--- config.mk ---
export PLATFORM = sky130hd
export DESIGN_NAME = e2q_cordic
export DESIGN_NICKNAME = d
export VERILOG_FILES = /design/src/rtl/core/euler_to_quaternion_top_assert.svh /design/src/rtl/core/e2q_pkg.sv /design/src/rtl/core/e2q_cordic.sv
export SDC_FILE = /design/constraint.sdc
export NUM_CORES = 2
export LEC_CHECK = 0
export BUFFER_PORTS_ARGS = -buffer_cell sky130_fd_sc_hd__clkbuf_2
export CORE_MARGIN = 2
export CORE_UTILIZATION = 41
export DETAILED_ROUTE_END_ITERATION = 8
export PLACE_DENSITY = 0.65
export REMOVE_ABC_BUFFERS = 1
export SETUP_SLACK_MARGIN = 0.02
export SKIP_LAST_GASP = 1
export SLEW_MARGIN = 20
export SYNTH_ARGS = -nofsm -noshare
export SYNTH_HDL_FRONTEND = slang
export SYNTH_SLANG_ARGS = --single-unit
--- constraint.sdc ---
create_clock -name clk -period 8.95 [get_ports clk]
set_input_delay 1.79 -clock clk [delete_from_list [all_inputs] [get_ports clk]]
set_output_delay 1.79 -clock clk [all_outputs]
set_load 0.01 [all_outputs]
--- src/rtl/core/euler_to_quaternion_top_assert.svh ---
// Assertion macros shared by the euler_to_quaternion RTL
`ifndef EULER_TO_QUATERNION_TOP_ASSERT_SVH
`define EULER_TO_QUATERNION_TOP_ASSERT_SVH

// cond must never hold outside reset
`define E2Q_ASSERT_NEVER(lbl, clk, rst, cond) \
  lbl: assert property (@(posedge clk) disable iff (rst) !(cond)) \
    else $error("e2q: forbidden condition");

// ante at a clock edge requires cons at the next edge
`define E2Q_ASSERT_NEXT(lbl, clk, rst, ante, cons) \
  lbl: assert property (@(posedge clk) disable iff (rst) (ante) |=> (cons)) \
    else $error("e2q: expected follow-up missing");

`endif

--- src/rtl/core/e2q_pkg.sv ---
// Package: widths, constants and table functions of the Euler-to-quaternion block
`default_nettype none
package e2q_pkg;

  localparam int CORDIC_STAGES_DEF = 16;
  localparam int ANGLE_W = 16;
  localparam int QUAT_W  = 16;
  localparam int TRIG_W  = 22;
  localparam int XY_W    = 34;
  localparam int Z_W     = 32;
  localparam int PAIR_W  = 2 * TRIG_W;
  localparam int HI_W    = PAIR_W - TRIG_W;
  localparam int SUM_W   = 64;

  localparam logic signed [Z_W-1:0] PI_Q28      = 32'sh3243F6A9;
  localparam logic signed [Z_W-1:0] HALF_PI_Q28 = 32'sh1921FB54;
  localparam logic signed [QUAT_W-1:0] Q_ONE    = 16'sd16384;
  localparam logic signed [QUAT_W-1:0] Q_MONE   = -16'sd16384;

  // shift-subtract quotient, evaluated at elaboration only
  function automatic longint unsigned udiv64(input longint unsigned num,
                                             input longint unsigned den);
    longint unsigned quo;
    longint unsigned rem_v;
    quo = 64'd0;
    rem_v = 64'd0;
    for (int b = 63; b >= 0; b--) begin
      rem_v = {rem_v[62:0], num[b]};
      if (rem_v >= den) begin
        rem_v = rem_v - den;
        quo[b] = 1'b1;
      end
    end
    return quo;
  endfunction

  function automatic logic signed [Z_W-1:0] atan_q28(input int i);
    longint unsigned pos;
    longint unsigned neg;
    longint unsigned term;
    longint unsigned diff;
    int k;
    pos = 64'd0;
    neg = 64'd0;
    k = 0;
    if (i == 0) begin
      return Z_W'((64'h3243F6A8885A308D + (64'd1 << 33)) >> 34);
    end
    for (int n = 1; n * i <= 60; n += 2) begin
      term = udiv64(64'd1 << (60 - n * i), 64'(n));
      if (k[0] == 1'b0) pos += term;
      else neg += term;
      k++;
    end
    diff = pos - neg;
    return Z_W'((diff + (64'd1 << 31)) >> 32);
  endfunction

  function automatic logic signed [XY_W-1:0] gain_q30(input int stages);
    longint unsigned k2;
    longint unsigned v;
    longint unsigned r;
    longint unsigned b;
    k2 = 64'd1 << 60;
    for (int i = 0; i < stages; i++) begin
      k2 -= udiv64(k2, (64'd1 << (2 * i)) + 64'd1);
    end
    v = k2;
    r = 64'd0;
    b = 64'd1 << 62;
    for (int j = 0; j < 32; j++) begin
      if (b > v) b = b >> 2;
    end
    for (int j = 0; j < 32; j++) begin
      if (b != 64'd0) begin
        if (v >= r + b) begin
          v = v - (r + b);
          r = (r >> 1) + b;
        end else begin
          r = r >> 1;
        end
        b = b >> 2;
      end
    end
    return XY_W'(r);
  endfunction

endpackage
`default_nettype wire

--- src/rtl/core/e2q_cordic.sv ---
// Pipelined rotation CORDIC: cosine and sine of half a Q3.12 angle, in Q.20
`default_nettype none
module e2q_cordic #(
  parameter int STAGES = e2q_pkg::CORDIC_STAGES_DEF
) (
  input  wire logic                                clk,
  input  wire logic [STAGES+1:0]                   en,
  input  wire logic signed [e2q_pkg::ANGLE_W-1:0]  angle,
  output logic signed [e2q_pkg::TRIG_W-1:0]        cos_val,
  output logic signed [e2q_pkg::TRIG_W-1:0]        sin_val
);
  import e2q_pkg::*;

  localparam logic signed [XY_W-1:0] GAIN = gain_q30(STAGES);

  logic signed [XY_W-1:0] x [0:STAGES];
  logic signed [XY_W-1:0] y [0:STAGES];
  logic signed [Z_W-1:0]  z [0:STAGES];
  logic                   flip [0:STAGES];

  logic signed [Z_W-1:0]  z_in;
  logic signed [XY_W-1:0] x_rnd;
  logic signed [XY_W-1:0] y_rnd;
  logic signed [TRIG_W-1:0] c_q;
  logic signed [TRIG_W-1:0] s_q;

  assign z_in = {angle[ANGLE_W-1], angle, 15'b0};

  always_ff @(posedge clk) begin
    if (en[0]) begin
      x[0] <= GAIN;
      y[0] <= '0;
      if (z_in > HALF_PI_Q28) begin
        z[0]    <= z_in - PI_Q28;
        flip[0] <= 1'b1;
      end else if (z_in < -HALF_PI_Q28) begin
        z[0]    <= z_in + PI_Q28;
        flip[0] <= 1'b1;
      end else begin
        z[0]    <= z_in;
        flip[0] <= 1'b0;
      end
    end
  end

  for (genvar i = 0; i < STAGES; i++) begin : g_iter
    localparam logic signed [Z_W-1:0] ATAN = atan_q28(i);
    always_ff @(posedge clk) begin
      if (en[i+1]) begin
        flip[i+1] <= flip[i];
        if (z[i] >= 0) begin
          x[i+1] <= x[i] - (y[i] >>> i);
          y[i+1] <= y[i] + (x[i] >>> i);
          z[i+1] <= z[i] - ATAN;
        end else begin
          x[i+1] <= x[i] + (y[i] >>> i);
          y[i+1] <= y[i] - (x[i] >>> i);
          z[i+1] <= z[i] + ATAN;
        end
      end
    end
  end

  assign x_rnd = (x[STAGES] + XY_W'(512)) >>> 10;
  assign y_rnd = (y[STAGES] + XY_W'(512)) >>> 10;
  assign c_q   = x_rnd[TRIG_W-1:0];
  assign s_q   = y_rnd[TRIG_W-1:0];

  always_ff @(posedge clk) begin
    if (en[STAGES+1]) begin
      cos_val <= flip[STAGES] ? -c_q : c_q;
      sin_val <= flip[STAGES] ? -s_q : s_q;
    end
  end

endmodule
`default_nettype wire

==> run_summary.xml <==
<?xml version="1.0" encoding="UTF-8"?>
<metrics>
  <group name="run_status">
    <metric name="status" unit="">completed</metric>
  </group>
  <group name="timing">
    <metric name="final.period_utilization" unit="%">71.59</metric>
    <metric name="hold_violations" unit="">0</metric>
    <metric name="max_slew.worst_pin.slew" unit="ns">1.049</metric>
    <metric name="finalSetupTns" unit="ns">0</metric>
    <metric name="slew_headroom" unit="%">28.23</metric>
    <metric name="post_layout_minimum_cycle_time" unit="ns">6.407</metric>
    <metric name="slew_viol_final" unit="">0</metric>
    <metric name="clock_skew" unit="ns">0.08116</metric>
    <metric name="finalSetupViolCount" unit="">0</metric>
    <metric name="minimum_setup_slack_in_the_final_design" unit="ns">2.543</metric>
    <metric name="grt_setup_unrepaired" unit="">no</metric>
    <metric name="fmax" unit="MHz">156.1</metric>
  </group>
  <group name="cells_and_area">
    <metric name="seqCellArea" unit="mm^2">0.04504</metric>
    <metric name="multi_input_gate_area_in_the_final_layout" unit="mm^2">0.07645</metric>
    <metric name="areaGrowthSynthToFinish" unit="%">8.834</metric>
    <metric name="final_layout_size_suffix_gt1_share" unit="%">4.762</metric>
    <metric name="fin_area" unit="mm^2">0.1356</metric>
    <metric name="filler_cell_count" unit="">28660</metric>
    <metric name="nets" unit="">14510</metric>
    <metric name="finish.cell_count_without_fillers" unit="">17230</metric>
  </group>
  <group name="yosys">
    <metric name="post-synth-top-area-fraction" unit="%">36.16</metric>
    <metric name="syn-mean-instance-area" unit="um^2">9.570</metric>
    <metric name="ys_seq_elements" unit="">1500</metric>
    <metric name="netlist_top_cells_area" unit="">sky130_fd_sc_hd__edfxtp_1, sky130_fd_sc_hd__ha_1, sky130_fd_sc_hd__xnor2_1</metric>
    <metric name="synth-edff-count" unit="">1500</metric>
    <metric name="async_reset_ff_share" unit="%">0</metric>
    <metric name="synth.cell_area" unit="mm^2">0.1246</metric>
    <metric name="synth-warning-count" unit="">0</metric>
    <metric name="synth_cell_types" unit="">108</metric>
    <metric name="netlist.top_cell.by_area" unit="">sky130_fd_sc_hd__edfxtp_1</metric>
    <metric name="synth-seq-area-share" unit="%">36.16</metric>
    <metric name="synth_top_flop_cell" unit="">sky130_fd_sc_hd__edfxtp_1</metric>
    <metric name="syn_inst" unit="">13020</metric>
  </group>
  <group name="routing">
    <metric name="drcViolationCount" unit="">0</metric>
    <metric name="routed-via-count" unit="">96820</metric>
    <metric name="ant_nets" unit="">0</metric>
    <metric name="routed_via_density" unit="">5.619</metric>
    <metric name="detailedRoute.firstPassIterationCount" unit="">5</metric>
    <metric name="dr.first_iter.drc_count" unit="">7080</metric>
    <metric name="route.final.wire_length" unit="mm">312.9</metric>
    <metric name="wire_length_per_cell" unit="um">18.16</metric>
  </group>
  <group name="global_routing">
    <metric name="antenna_found_initial" unit="">9</metric>
    <metric name="vias_in_the_first_global_route" unit="">91070</metric>
    <metric name="grt_start_max_net_pins" unit="">80</metric>
    <metric name="wire_length_of_the_first_global_routing_pass" unit="mm">499.5</metric>
    <metric name="grt_util_all_layers" unit="%">19.78</metric>
    <metric name="globalRoute.totalOverflow" unit="">0</metric>
  </group>
  <group name="floorplanning">
    <metric name="die_h" unit="um">555.2</metric>
    <metric name="floorplan.initialDensity" unit="%">41.18</metric>
    <metric name="placeableCoreArea" unit="mm^2">0.3025</metric>
    <metric name="die_w" unit="um">555.2</metric>
    <metric name="die_area" unit="mm^2">0.3083</metric>
    <metric name="top_level_ports" unit="">79</metric>
    <metric name="rows" unit="">202</metric>
  </group>
  <group name="cts">
    <metric name="htree_levels" unit="">4</metric>
    <metric name="post_cts_resized" unit="">0</metric>
    <metric name="tritoncts_clock_tree" unit="">yes</metric>
    <metric name="clock_path_buffers" unit="">4</metric>
    <metric name="cts_setup_buffers" unit="">0</metric>
    <metric name="cts-buffers-inserted" unit="">180</metric>
    <metric name="cts.clk_slew.worst_paths" unit="ns">0.06</metric>
    <metric name="clk_root_buffer_cell" unit="">sky130_fd_sc_hd__clkbuf_16</metric>
    <metric name="clk_latency" unit="ns">0.89</metric>
    <metric name="number_of_hold_buffers_added_after_cts" unit="">0</metric>
    <metric name="clock_sinks" unit="">1500</metric>
  </group>
  <group name="critical_path">
    <metric name="worst-setup-path-type" unit="">reg2reg</metric>
    <metric name="r2r.worst_path.cells" unit="">20</metric>
    <metric name="rr_startpoint" unit="">z[14][31]</metric>
    <metric name="reg2reg_slack" unit="ns">2.54</metric>
    <metric name="timing.rr.end" unit="">x[15][32]</metric>
    <metric name="worst_setup_path_end_kind" unit="">flop</metric>
    <metric name="critical_path_arrival" unit="ns">7.03</metric>
    <metric name="worstPathMaxFanout" unit="">32</metric>
    <metric name="setup.worst_path.start_class" unit="">flop</metric>
    <metric name="timing.critical_path.required" unit="ns">9.57</metric>
  </group>
  <group name="flow_run">
    <metric name="timing.max_cap.violations" unit="">0</metric>
  </group>
  <group name="place">
    <metric name="preCtsSetupSlack" unit="ns">1.855</metric>
    <metric name="portBuffers" unit="">78</metric>
    <metric name="place.detailed.hpwl" unit="mm">248.3</metric>
    <metric name="routability_cong" unit="">0.9233</metric>
    <metric name="placed_cells_incl_taps" unit="">16900</metric>
    <metric name="post_detailed_placement_cell_area" unit="mm^2">0.1296</metric>
  </group>
  <group name="min_path">
    <metric name="hp-start" unit="">z[13][4]</metric>
    <metric name="worstHoldPathType" unit="">reg2reg</metric>
    <metric name="whs_path_depth" unit="">0</metric>
    <metric name="min_to" unit="">z[14][4]</metric>
  </group>
</metrics>
## cells in the final DEF (no fill, tap or decap), drive strengths merged, types with 77 or more instances in the layout
master | netlist | final
clkbuf | 193 | 273
nor3 | 375 | 375
nor2b | 168 | 168
inv | 585 | 603
o31ai | 178 | 178
a21oi | 1200 | 1200
a21o | 484 | 484
buf | 40 | 78
o21bai | 132 | 132
nand3 | 259 | 259
xnor2 | 1234 | 1234
edfxtp | 1500 | 1500
and2 | 77 | 77
nand2 | 771 | 771
o21a | 237 | 237
or3 | 150 | 150
o211ai | 83 | 83
nor2 | 1038 | 1038
o21ai | 760 | 760
nor4 | 82 | 82
a31oi | 119 | 119
and3 | 104 | 104
ha | 1318 | 1318
nand2b | 207 | 207
xor2 | 553 | 553
nand4 | 89 | 89
a211oi | 138 | 138
## logic make-up (layout without fill, tap and decap cells)
kind of cell    Yosys count  in the layout  synth area share, %
compound gates         3883           3883                19.98
simple gates           3560           3560                13.95
xor+xnor               1787           1787                12.58
flops                  1500           1500                36.16
fa+ha+maj              1364           1364                13.98
buf+inv                 822           1055                2.485
mux                     101            101               0.8648
other cells               0              3                    0
## worst max-delay path, cell delays in order (launching register included)
cell	delay, ns
sky130_fd_sc_hd__edfxtp_1	0.60
sky130_fd_sc_hd__nor4_1	0.38
sky130_fd_sc_hd__nand4_1	0.54
sky130_fd_sc_hd__o21ai_0	0.42
sky130_fd_sc_hd__nor2_1	0.11
sky130_fd_sc_hd__buf_4	0.21
sky130_fd_sc_hd__inv_2	0.49
sky130_fd_sc_hd__buf_4	0.45
sky130_fd_sc_hd__o31ai_1	0.15
sky130_fd_sc_hd__xnor2_1	0.15
sky130_fd_sc_hd__ha_1	0.33
sky130_fd_sc_hd__o21a_1	0.18
sky130_fd_sc_hd__o31a_1	0.13
sky130_fd_sc_hd__o21ai_0	0.28
sky130_fd_sc_hd__o211ai_1	0.20
sky130_fd_sc_hd__a41o_1	0.34
sky130_fd_sc_hd__a211oi_1	0.34
sky130_fd_sc_hd__o21ai_0	0.26
sky130_fd_sc_hd__a31o_2	0.31
sky130_fd_sc_hd__a21oi_1	0.16
sky130_fd_sc_hd__xnor2_1	0.10
## routing by layer
metal / GRT usage [%] / part of all wire, %
met5: 0 / 0.018
met4: 6.528 / 3.3
met1: 25.90 / 45
met3: 1.982 / 4.5
met2: 34.03 / 48
## metrics by stage
stage,util [%],hold WS (ns)
floorplan,-,0.4003
CTS,44.81,0.4154
global route,44.81,0.4211
detailed placement,42.83,0.4045
finish,44.81,0.4161
global placement,42.83,0.4008
## cells in the mapped netlist (all sizes together), types with 207 or more instances
| master | count |
|---|---|
| xor2 | 553 |
| edfxtp | 1500 |
| nor3 | 375 |
| xnor2 | 1234 |
| inv | 585 |
| ha | 1318 |
| a21oi | 1200 |
| nand3 | 259 |
| nor2 | 1038 |
| nand2 | 771 |
| o21a | 237 |
| a21o | 484 |
| o21ai | 760 |
| nand2b | 207 |
## flip-flops by register name (all words and copies together), names as in the netlist
register  cells
y           500
sin_val      22
z           466
flip         17
x           473
cos_val      22
## worst max-delay path by stage
stage	startpoint	slack (ns)	end	cells past startpoint
final	z[14][31]	2.54	x[15][32]	20
after floorplan	en[14]	1.82	x[14][33]	14
after global placement	en[10]	1.86	x[10][33]	17
after CTS	z[14][2]	2.35	x[15][32]	20
after detailed placement	en[10]	1.85	x[10][33]	17
after global routing	en[13]	2.22	x[13][33]	16
## area by class of cell
| class | instances | area share [%] |
|---|---|---|
| flip-flops and latches | 1500 | 33.22 |
| repair buffers | 142 | 0.6663 |
| well taps | 3978 | 3.671 |
| diodes | 3 | 0.005537 |
| clock inverters | 115 | 0.9958 |
| inverters | 589 | 1.631 |
| clock buffers | 209 | 3.418 |
| multi-input cells | 10700 | 56.39 |
Power is left out: the tool's default activity adds up to more than one toggle a clock period on the data nets, which glitch-free logic cannot reach.
